==> config.mk <==
export PLATFORM = sky130hd
export DESIGN_NAME = sorted_priority_queue
export DESIGN_NICKNAME = d
export VERILOG_FILES = /design/src/rtl/spq_pkg.sv /design/src/rtl/spq_ram.sv /design/src/rtl/sorted_priority_queue.sv
export SDC_FILE = /design/constraint.sdc
export NUM_CORES = 1
export LEC_CHECK = 0
export BUFFER_PORTS_ARGS = -buffer_cell sky130_fd_sc_hd__buf_2
export CAP_MARGIN = 20
export CELL_PAD_IN_SITES_DETAIL_PLACEMENT = 2
export CELL_PAD_IN_SITES_GLOBAL_PLACEMENT = 2
export CORE_MARGIN = 3
export CORE_UTILIZATION = 40
export CTS_CLUSTER_SIZE = 8
export DETAILED_ROUTE_END_ITERATION = 8
export PLACE_DENSITY_LB_ADDON = 0.05
export SLEW_MARGIN = 30
export SYNTH_ARGS = -nofsm -noshare
export SYNTH_HDL_FRONTEND = slang
export SYNTH_SLANG_ARGS = --single-unit
==> constraint.sdc <==
create_clock -name clk_i -period 4.5 [get_ports clk_i]
set_clock_uncertainty 0.05 [all_clocks]
set_input_delay 0.9 -clock clk_i [delete_from_list [all_inputs] [get_ports clk_i]]
set_output_delay 0.9 -clock clk_i [all_outputs]
set_load 0.1 [all_outputs]
==> src/rtl/spq_pkg.sv <==
// Package for the sorted priority queue: command, status and sequencer codes.
// Used by sorted_priority_queue and the testbench; no dependencies.
`timescale 1ns / 1ps

package spq_pkg;

  typedef enum logic [2:0] {
    CMD_INSERT   = 3'd0,
    CMD_REMOVE   = 3'd1,
    CMD_POP      = 3'd2,
    CMD_CONTAINS = 3'd3,
    CMD_CLEAR    = 3'd4
  } cmd_e;

  typedef enum logic [1:0] {
    STAT_OK        = 2'd0,
    STAT_EMPTY     = 2'd1,
    STAT_NOT_FOUND = 2'd2,
    STAT_FULL      = 2'd3
  } status_e;

  typedef enum logic [2:0] {
    ST_IDLE,
    ST_INS_CHECK,
    ST_INS_CMP,
    ST_SCAN_RD,
    ST_SCAN_CMP,
    ST_HEAD_RD,
    ST_HEAD_CAP,
    ST_FINISH
  } state_e;

endpackage

==> src/rtl/spq_ram.sv <==
// Generic single-write, single-read RAM with a registered read port.
// No dependencies.
`timescale 1ns / 1ps

module spq_ram #(
  parameter int Width = 32,
  parameter int Depth = 16
) (
  input  logic                     clk_i,
  input  logic                     we_i,
  input  logic [$clog2(Depth)-1:0] waddr_i,
  input  logic [Width-1:0]         wdata_i,
  input  logic [$clog2(Depth)-1:0] raddr_i,
  output logic [Width-1:0]         rdata_o
);

  logic [Width-1:0] mem_q [Depth];

  always_ff @(posedge clk_i) begin
    if (we_i) begin
      mem_q[waddr_i] <= wdata_i;
    end
    rdata_o <= mem_q[raddr_i];
  end

endmodule

==> src/rtl/sorted_priority_queue.sv <==
// Sorted priority queue top level: sequencer, shared comparator, entry RAM.
// Depends on spq_pkg and spq_ram.
`timescale 1ns / 1ps

// Bounded min-priority queue holding up to CAPACITY signed 32-bit entries in
// ascending order in one RAM with a registered read port. One comparator
// (signed greater-than and equality against the command's key) is shared by
// every command under a small sequencer, and each stored entry it visits is
// first read, then compared and written. Insert walks from the tail down to its
// slot, moving each larger entry up by one. Remove, pop and contains walk from
// the head, contains stopping at its first match. Clear, unused codes and the
// empty or full cases go straight to the finish state. The input is stalled
// while a command runs; one finished result is held in the output register
// while the next command is accepted and worked on.
module sorted_priority_queue #(
  parameter int CAPACITY = 16
) (
  input  logic                 clk_i,
  input  logic                 rst_ni,
  input  logic                 in_valid_i,
  output logic                 in_stall_o,
  input  logic [2:0]           command_i,
  input  logic signed [31:0]   item_value_i,
  output logic                 out_valid_o,
  input  logic                 out_stall_i,
  output logic [1:0]           status_o,
  output logic signed [31:0]   result_value_o,
  output logic                 found_o,
  output logic signed [31:0]   head_value_o,
  output logic                 queue_empty_o,
  output logic [4:0]           entry_count_o
);
  import spq_pkg::*;

  localparam int AW = $clog2(CAPACITY);
  localparam int CW = $clog2(CAPACITY + 1);
  localparam logic [CW-1:0] CapCount = CW'(CAPACITY);

  state_e          state_q, state_d;
  cmd_e            cmd_q, cmd_d;
  logic [31:0]     key_q, key_d;
  logic [CW-1:0]   count_q, count_d;
  logic [CW-1:0]   idx_q, idx_d;
  logic            hit_q, hit_d;
  logic            found_q, found_d;
  status_e         status_q, status_d;
  logic [31:0]     result_q, result_d;
  logic [31:0]     head_q, head_d;

  logic            ov_q;
  logic [1:0]      o_status_q;
  logic [31:0]     o_result_q;
  logic            o_found_q;
  logic [31:0]     o_head_q;
  logic            o_empty_q;
  logic [4:0]      o_count_q;

  logic            ram_we;
  logic [AW-1:0]   ram_waddr;
  logic [31:0]     ram_wdata;
  logic [AW-1:0]   ram_raddr;
  logic [31:0]     ram_rdata;

  logic            in_acc;
  logic            out_free;
  logic            cmp_gt;
  logic            cmp_eq;
  logic [CW-1:0]   idx_dec;
  logic [CW-1:0]   idx_inc;
  logic            scan_take;
  logic [31:0]     count_ext;

  spq_ram #(
    .Width(32),
    .Depth(CAPACITY)
  ) u_ram (
    .clk_i  (clk_i),
    .we_i   (ram_we),
    .waddr_i(ram_waddr),
    .wdata_i(ram_wdata),
    .raddr_i(ram_raddr),
    .rdata_o(ram_rdata)
  );

  assign in_stall_o = (state_q != ST_IDLE);
  assign in_acc     = in_valid_i && !in_stall_o;
  assign out_free   = !ov_q || !out_stall_i;

  // Shared compare unit against the latched key.
  assign cmp_gt  = $signed(ram_rdata) > $signed(key_q);
  assign cmp_eq  = (ram_rdata == key_q);
  assign idx_dec = idx_q - CW'(1);
  assign idx_inc = idx_q + CW'(1);
  // Scan picks this entry: pop takes the head, the others need a key match.
  assign scan_take = !hit_q && ((cmd_q == CMD_POP) || cmp_eq);

  // Next state.
  always_comb begin
    state_d = state_q;
    case (state_q)
      ST_IDLE: begin
        if (in_acc) begin
          case (cmd_e'(command_i))
            CMD_INSERT: begin
              state_d = (count_q == CapCount) ? ST_FINISH : ST_INS_CHECK;
            end
            CMD_REMOVE, CMD_POP, CMD_CONTAINS: begin
              state_d = (count_q == '0) ? ST_FINISH : ST_SCAN_RD;
            end
            default: state_d = ST_FINISH;
          endcase
        end
      end
      ST_INS_CHECK: state_d = (idx_q == '0) ? ST_HEAD_RD : ST_INS_CMP;
      ST_INS_CMP:   state_d = cmp_gt ? ST_INS_CHECK : ST_HEAD_RD;
      ST_SCAN_RD:   state_d = ST_SCAN_CMP;
      ST_SCAN_CMP: begin
        if (cmd_q == CMD_CONTAINS && scan_take) begin
          state_d = ST_FINISH;
        end else if (idx_inc == count_q) begin
          state_d = (hit_q || scan_take) && cmd_q != CMD_CONTAINS ? ST_HEAD_RD : ST_FINISH;
        end else begin
          state_d = ST_SCAN_RD;
        end
      end
      ST_HEAD_RD:   state_d = ST_HEAD_CAP;
      ST_HEAD_CAP:  state_d = ST_FINISH;
      ST_FINISH:    state_d = out_free ? ST_IDLE : ST_FINISH;
      default:      state_d = ST_IDLE;
    endcase
  end

  // Datapath and RAM control.
  always_comb begin
    cmd_d     = cmd_q;
    key_d     = key_q;
    count_d   = count_q;
    idx_d     = idx_q;
    hit_d     = hit_q;
    found_d   = found_q;
    status_d  = status_q;
    result_d  = result_q;
    head_d    = head_q;
    ram_we    = 1'b0;
    ram_waddr = idx_q[AW-1:0];
    ram_wdata = key_q;
    ram_raddr = '0;
    case (state_q)
      ST_IDLE: begin
        if (in_acc) begin
          cmd_d    = cmd_e'(command_i);
          key_d    = item_value_i;
          hit_d    = 1'b0;
          found_d  = 1'b0;
          status_d = STAT_OK;
          result_d = '0;
          case (cmd_e'(command_i))
            CMD_INSERT: begin
              if (count_q == CapCount) begin
                status_d = STAT_FULL;
              end
              idx_d = count_q;
            end
            CMD_REMOVE, CMD_POP, CMD_CONTAINS: begin
              if (count_q == '0) begin
                status_d = STAT_EMPTY;
              end
              idx_d = '0;
            end
            CMD_CLEAR: count_d = '0;
            default: ;
          endcase
        end
      end
      ST_INS_CHECK: begin
        ram_raddr = idx_dec[AW-1:0];
        if (idx_q == '0) begin
          ram_we    = 1'b1;
          ram_waddr = '0;
          count_d   = count_q + CW'(1);
        end
      end
      ST_INS_CMP: begin
        // Move a larger entry up one slot, or drop the key into the gap.
        ram_we    = 1'b1;
        ram_waddr = idx_q[AW-1:0];
        if (cmp_gt) begin
          ram_wdata = ram_rdata;
          idx_d     = idx_dec;
        end else begin
          ram_wdata = key_q;
          count_d   = count_q + CW'(1);
        end
      end
      ST_SCAN_RD: ram_raddr = idx_q[AW-1:0];
      ST_SCAN_CMP: begin
        if (hit_q) begin
          // Close the gap behind the removed entry.
          ram_we    = 1'b1;
          ram_waddr = idx_dec[AW-1:0];
          ram_wdata = ram_rdata;
        end else if (scan_take) begin
          hit_d = 1'b1;
          if (cmd_q == CMD_CONTAINS) begin
            found_d = 1'b1;
          end else begin
            result_d = ram_rdata;
          end
        end
        idx_d = idx_inc;
        if (idx_inc == count_q && !(cmd_q == CMD_CONTAINS && scan_take)) begin
          if ((hit_q || scan_take) && cmd_q != CMD_CONTAINS) begin
            count_d = count_q - CW'(1);
          end else begin
            status_d = STAT_NOT_FOUND;
          end
        end
      end
      ST_HEAD_RD:  ram_raddr = '0;
      ST_HEAD_CAP: head_d = ram_rdata;
      default: ;
    endcase
  end

  assign count_ext = 32'(count_q);

  always_ff @(posedge clk_i or negedge rst_ni) begin
    if (!rst_ni) begin
      state_q <= ST_IDLE;
      count_q <= '0;
      ov_q    <= 1'b0;
    end else begin
      state_q <= state_d;
      count_q <= count_d;
      if (state_q == ST_FINISH && out_free) begin
        ov_q <= 1'b1;
      end else if (!out_stall_i) begin
        ov_q <= 1'b0;
      end
    end
  end

  always_ff @(posedge clk_i) begin
    cmd_q    <= cmd_d;
    key_q    <= key_d;
    idx_q    <= idx_d;
    hit_q    <= hit_d;
    found_q  <= found_d;
    status_q <= status_d;
    result_q <= result_d;
    head_q   <= head_d;
    // Load the output beat once the previous one has been taken.
    if (state_q == ST_FINISH && out_free) begin
      o_status_q <= status_q;
      o_result_q <= result_q;
      o_found_q  <= found_q;
      o_head_q   <= (count_q == '0) ? '0 : head_q;
      o_empty_q  <= (count_q == '0);
      o_count_q  <= count_ext[4:0];
    end
  end

  assign out_valid_o    = ov_q;
  assign status_o       = o_status_q;
  assign result_value_o = o_result_q;
  assign found_o        = o_found_q;
  assign head_value_o   = o_head_q;
  assign queue_empty_o  = o_empty_q;
  assign entry_count_o  = o_count_q;

endmodule

* Word-level counts from Yosys, hierarchy flattened
Memory sizes are Yosys's and may differ from the RTL's. A register that Yosys moved wholly into a read port is not among the register bits.
Cells that the tools add are included.
** Storage, ports and cells
- Input port bits :: 39
- Output and inout bits :: 75
- Logic and storage cells :: 140
- Memories kept :: 1
- Flip-flop bits (word level) :: 190
- Memory bits (writable) :: 512
** Memories
- u_ram.mem_q :: depth 16, bits a word 32, read ports 1, clocked after memory_dff 1, wr ports 1, RTL line spq_ram.sv:17 : logic [Width-1:0] mem_q [Depth];
** Cells by class
- Equal/unequal tests :: 31
- Muxes and demuxes :: 56
- Order comparisons :: 1
- Reductions and logical operators :: 30
- Add/sub/neg operators :: 4
** Operators by type and width (number)
- 2-to-1 mux 32 bit :: 6
- case mux 32 bit (2 select lines) :: 2
- 2-to-1 mux 5 bit :: 8
- == test 32 bit :: 1
- greater-than comparator 32 bit :: 1
- 2-to-1 mux 3 bit :: 8
- case mux 3 bit (8 select lines) :: 1
- inequality test 2 bit, second input constant :: 11
- case mux 5 bit (4 select lines) :: 1
- == test 3 x 2 -> 1 bit, second input constant :: 6
- case mux 4 bit (2 select lines) :: 2
- == test 3 bit, second input constant :: 5
- case mux 5 bit (3 select lines) :: 1
- 2-to-1 mux 1 bit :: 13
- adder 5 x 1 -> 5 bit, second input constant :: 2
- logical NOT 5 bit :: 2
- 2-to-1 mux 2 bit :: 5
- case mux 5 bit (2 select lines) :: 1
- AND reduction 5 bit :: 2
- subtractor 5 x 1 -> 5 bit, second input constant :: 2
- 2-to-1 mux 4 bit :: 2
- case mux 2 bit (2 select lines) :: 2
- AND reduction 4 bit :: 2
- AND reduction 7 bit :: 1
- other kinds (17) :: 35

* Longest topological paths before layout
- Depth in word-level cells :: 9
- Mapped depth :: 15
- Mapped depth without buffers :: 11

* By module
From an unflattened synthesis, not the netlist that was laid out.
** Second synthesis, totals
- Cells, all modules :: 1421
- Area, all modules :: 28373.5 um^2
** Modules (own cells, without submodules)
- spq_ram :: seq. area each 16015.4 um^2, area each 19835.3 um^2, instances 1, cells each 838
- sorted_priority_queue :: seq. area each 5660.4 um^2, area each 8538.2 um^2, instances 1, cells each 583

* Least setup slack after synthesis
Ideal clock, no wire load.
- Path type :: input-to-reg
- Start :: in out_stall_i
- End :: reg state_q[2]
- Slack :: -457 ps
- Stages :: 5
- Path buffers :: 0
- Required time :: 4311 ps
- Data arrival time :: 4769 ps
- Setup time :: 139 ps
- Cells stage by stage :: nand2_1 nand2_1 nor2_1 a211oi_1 or4_1
** Between the ends
- Longest elaborated chain between the ends :: 4
** Ends and longest elaborated chain
- from (decl) :: RTL line sorted_priority_queue.sv:25 : input logic out_stall_i,
- logical NOT 1 bit
- logical OR 1 bit :: RTL line sorted_priority_queue.sv:87 : assign out_free = !ov_q || !out_stall_i;
- 2-to-1 mux 3 bit :: RTL line sorted_priority_queue.sv:128 : ST_FINISH: state_d = out_free ? ST_IDLE : ST_FINISH;
- case mux 3 bit (8 select lines) :: RTL line sorted_priority_queue.sv:100 : case (state_q)
- to (signal assigned) :: RTL line sorted_priority_queue.sv:233 : state_q <= state_d;
- to (decl) :: RTL line sorted_priority_queue.sv:39 : state_e state_q, state_d;
Every way passes these cells.
A chain may end at the register's enable or synchronous reset.

* Worst setup path after layout
- Start :: reg key_q[7]
- End :: mem u_ram.mem_q[8][11] (data pin)
** Between the ends
- Longest elaborated chain between the ends :: 3
** Ends and longest elaborated chain
- from (decl) :: RTL line sorted_priority_queue.sv:41 : logic [31:0] key_q, key_d;
- from (signal assigned) :: RTL line sorted_priority_queue.sv:245 : key_q <= key_d;
- greater-than comparator 32 bit :: RTL line sorted_priority_queue.sv:90 : assign cmp_gt = $signed(ram_rdata) > $signed(key_q);
- 2-to-1 mux 32 bit :: RTL line sorted_priority_queue.sv:187 : if (cmp_gt) begin
- case mux 32 bit (2 select lines) :: RTL line sorted_priority_queue.sv:148 : case (state_q)
- net ram_wdata[11] :: RTL line sorted_priority_queue.sv:60 : logic [31:0] ram_wdata;
- to (decl) :: RTL line spq_ram.sv:17
The timed path passes the listed nets, and every way through them passes these cells.

==> impl_metrics.py <==
metrics = {
    "layout": {
        "nNetsFinal": 2372,
        "layout_commonest_cell": "edfxtp_1",
        "final_util_pct": 47.9,
        "layout-drive-gt1-share_pct": 14.2,
        "syn_to_final_growth_pct": 17.8,
        "design_area_um2": 34400,
        "layout_common_cells": "edfxtp_1, nand2_1, nand3_1",
    },
    "floorplanning": {
        "die_x_um": 276,
        "core_region_area_um2": 71900,
        "pin_count": 114,
        "initial_core_util_pct": 40.7,
        "fp.dieArea_um2": 76300,
        "row_count": 98,
        "die_h_um": 276,
    },
    "global_route": {
        "grt_pass1_wl_um": 137000,
        "grtUsageTotal_pct": 24.1,
        "grt_pass1_vias": 20200,
        "grt_max_degree": 161,
        "overflow": 0,
        "antenna_found_initial": 2,
    },
    "setup_path": {
        "crit_fanout": 16,
        "worst_setup_path_start_kind": "register",
        "slowest_delay_ns": 0.60,
        "worstSetupPathType": "reg -> reg",
        "rrSetupSlack_ns": 0.45,
        "worst_r2r_endpoint": "u_ram.mem_q[8][11]$_DFFE_PP_",
        "critPathRequiredTime_ns": 4.75,
        "crit_path_cell_trace": "inv_1 -> ha_1 -> nand4_1 -> nor3_2 -> o21ai_0 -> o211ai_1 -> a21oi_1 -> xor2_2 -> a31oi_4 -> buf_4 -> mux2_1",
        "rr_worst_depth": 11,
        "crit_slowest_cell": "mux2_1",
        "critPathArrivalTime_ns": 4.29,
        "setup.worst_path.end_class": "register",
        "r2r-start": "key_q[7]$_DFFE_PP_",
        "crit_path_start": "key_q[7]$_DFFE_PP_",
        "endpoint": "u_ram.mem_q[8][11]$_DFFE_PP_",
    },
    "detailed_routing": {
        "via_count": 18600,
        "vias_per_cell": 5.59,
        "totalWireLength_um": 92700,
        "drt_iter0_drc": 1347,
        "first_pass_iters": 5,
        "route.detailed.drc": 0,
        "post_drt_wl_per_cell_um": 27.9,
        "ant_nets": 0,
    },
    "clock_network": {
        "htree_levels": 3,
        "clock-root-buffer": "clkbuf_16",
        "cts-buffers-inserted": 102,
        "ctsHoldBuffers": 0,
        "cts_setup_buffers": 0,
        "cts_max_path_buffers": 3,
        "clock_latency_ns": 0.66,
        "cts.clk_slew.worst_paths_ns": 0.05,
        "cts_resized": 0,
        "tritoncts": "done",
        "clock_sinks": 734,
    },
    "sta": {
        "setup_viol": 0,
        "period_minus_slack_ns": 4.05,
        "fmaxAchievable_mhz": 247,
        "hold_violations": 0,
        "slew_violations": 0,
        "tightest_slew_ns": 0.965,
        "fin_setup_tns_ns": 0,
        "rsz0062_at_grt": "false",
        "slew-limit-headroom_pct": 35.3,
        "period_share_pct": 89.9,
    },
    "logic_synthesis": {
        "synthArstFlopShare_pct": 1.23,
        "synth_edf_count": 693,
        "ys.flop_type": "edfxtp_1",
        "syn_nets": 2223,
        "ys_ff_latch": 734,
        "syn_area_per_cell_um2": 13.6,
        "ys_warn_count": 0,
        "yosys.cell_types.count": 57,
        "ys_seq_area_share_pct": 74.2,
        "synthCells": 2146,
        "synthesis.area_um2": 29200,
    },
    "hold_path": {
        "hold_class": "in -> async",
    },
    "run_status": {
        "outcome": "finished, final reports clean",
    },
    "pwr": {
        "p_total_uw": 25800,
        "powerDensity_nw_per_um2": 749,
        "peakVddDrop_v": 0.000506,
        "power_leakage_uw": 0.0121,
    },
    "place": {
        "place_congestion": 0.745,
        "dp_hpwl_um": 51700,
        "io_buffers": 113,
        "dpl_cell_area_um2": 31400,
    },
    "run": {
        "maxCapViolCount": 0,
    },
}
layout make-up:
| cell class | count | area [µm²] |
|---|---|---|
| Fill cell | 6917 | 37500 |
| Inverter | 43 | 161 |
| Tap cell | 950 | 1190 |
| Clock buffer | 177 | 2880 |
| Sequential cell | 734 | 21700 |
| Multi-Input combinational cell | 1238 | 7080 |
| Antenna cell | 1 | 2.50 |
| Clock inverter | 7 | 108 |
| Timing Repair Buffer | 176 | 1300 |
power breakdown:
part,switching [µW],internal (µW)
logic,6420,2360
registers,643,9160
clock network,2890,4300
total,9950,15800
sequential cells by signal, summed over array words and instances (netlist names):
name / cells
cmd_q: 3
count_q: 5
entry_count_o: 5
found_o: 1
found_q: 1
head_q: 32
head_value_o: 32
hit_q: 1
idx_q: 5
key_q: 32
out_valid_o: 1
queue_empty_o: 1
result_q: 32
result_value_o: 32
state_q: 3
status_o: 2
status_q: 2
u_ram.mem_q: 512
u_ram.rdata_o: 32
cells in the mapped netlist (all sizes together), types with 2 or more instances:
master / n / share of area [%]
a211oi: 2 / 0.051
a21o: 5 / 0.13
a21oi: 54 / 0.93
a221oi: 3 / 0.090
a22oi: 3 / 0.077
a2bb2oi: 2 / 0.060
a311oi: 97 / 2.9
a31oi: 41 / 0.93
and2: 34 / 0.73
and3: 67 / 1.4
buf: 27 / 0.39
clkbuf: 104 / 1.3
dfrtp: 9 / 0.77
dfxtp: 32 / 2.2
edfxtp: 693 / 71
ha: 37 / 1.6
inv: 43 / 0.55
mux2: 36 / 1.4
nand2: 548 / 7.1
nand2b: 4 / 0.086
nand3: 139 / 2.4
nand4: 8 / 0.19
nor2: 51 / 0.66
nor2b: 37 / 0.79
nor3: 8 / 0.15
nor4: 4 / 0.14
o211ai: 3 / 0.077
o21ai: 18 / 0.31
o31ai: 3 / 0.077
or4: 3 / 0.090
xnor2: 10 / 0.30
xor2: 7 / 0.24
xor3: 2 / 0.16
cell families (layout without fill, tap and decap cells):
kind of cell	after synthesis	count (layout)	share of synthesized area, %
xor+xnor	19	19	0.698
simple gates	905	905	13.8
mux	36	36	1.44
other cells	0	1	0
buf+inv	174	403	2.28
fa+ha+maj	38	38	1.65
compound gates	240	240	5.92
flops	734	734	74.2
metal layers:
layer  vias up  global-route usage [%]  part of all wire [%]
met3       156                    3.67                   4.7
met5         -                       0                     0
met4         0                    6.77                   2.4
met2       456                    40.4                    48
met1      9762                    32.7                    44
li1       8216                       -                     -
worst min path at each step:
stage,to,cells past startpoint
floorplan,found_o$_DFFE_PP_,0
global placement,result_value_o[11]$_DFFE_PP_,0
detailed placement,result_value_o[11]$_DFFE_PP_,0
CTS,state_q[1]$_DFFE_PN0N_,1
global route,state_q[1]$_DFFE_PN0N_,1
finish,out_valid_o$_DFFE_PN0P_,1
metrics by stage:
stage / instances / setup WS, ns / hold slack [ns]
after floorplan: 2146 / 0.717 / 0.350
after global placement: 3141 / 0.612 / 0.353
after detailed placement: 3141 / 0.451 / 0.355
after CTS: 3325 / 0.425 / 0.0313
after global routing: 3325 / 0.219 / 0.0519
final: 3326 / 0.454 / 0.0635
critical path: cells and delay by family (launching register included):
family                   cells  cell delay, ns
multiplexers                 1            0.60
AO/OA/AOI/OAI                4            0.93
flip-flops                   1            0.35
adder cells (fa/ha/maj)      1            0.33
buffers and inverters        2            0.40
XOR/XNOR                     1            0.25
AND/OR/NAND/NOR              2            0.73
Power figures use the tool's default switching activity.
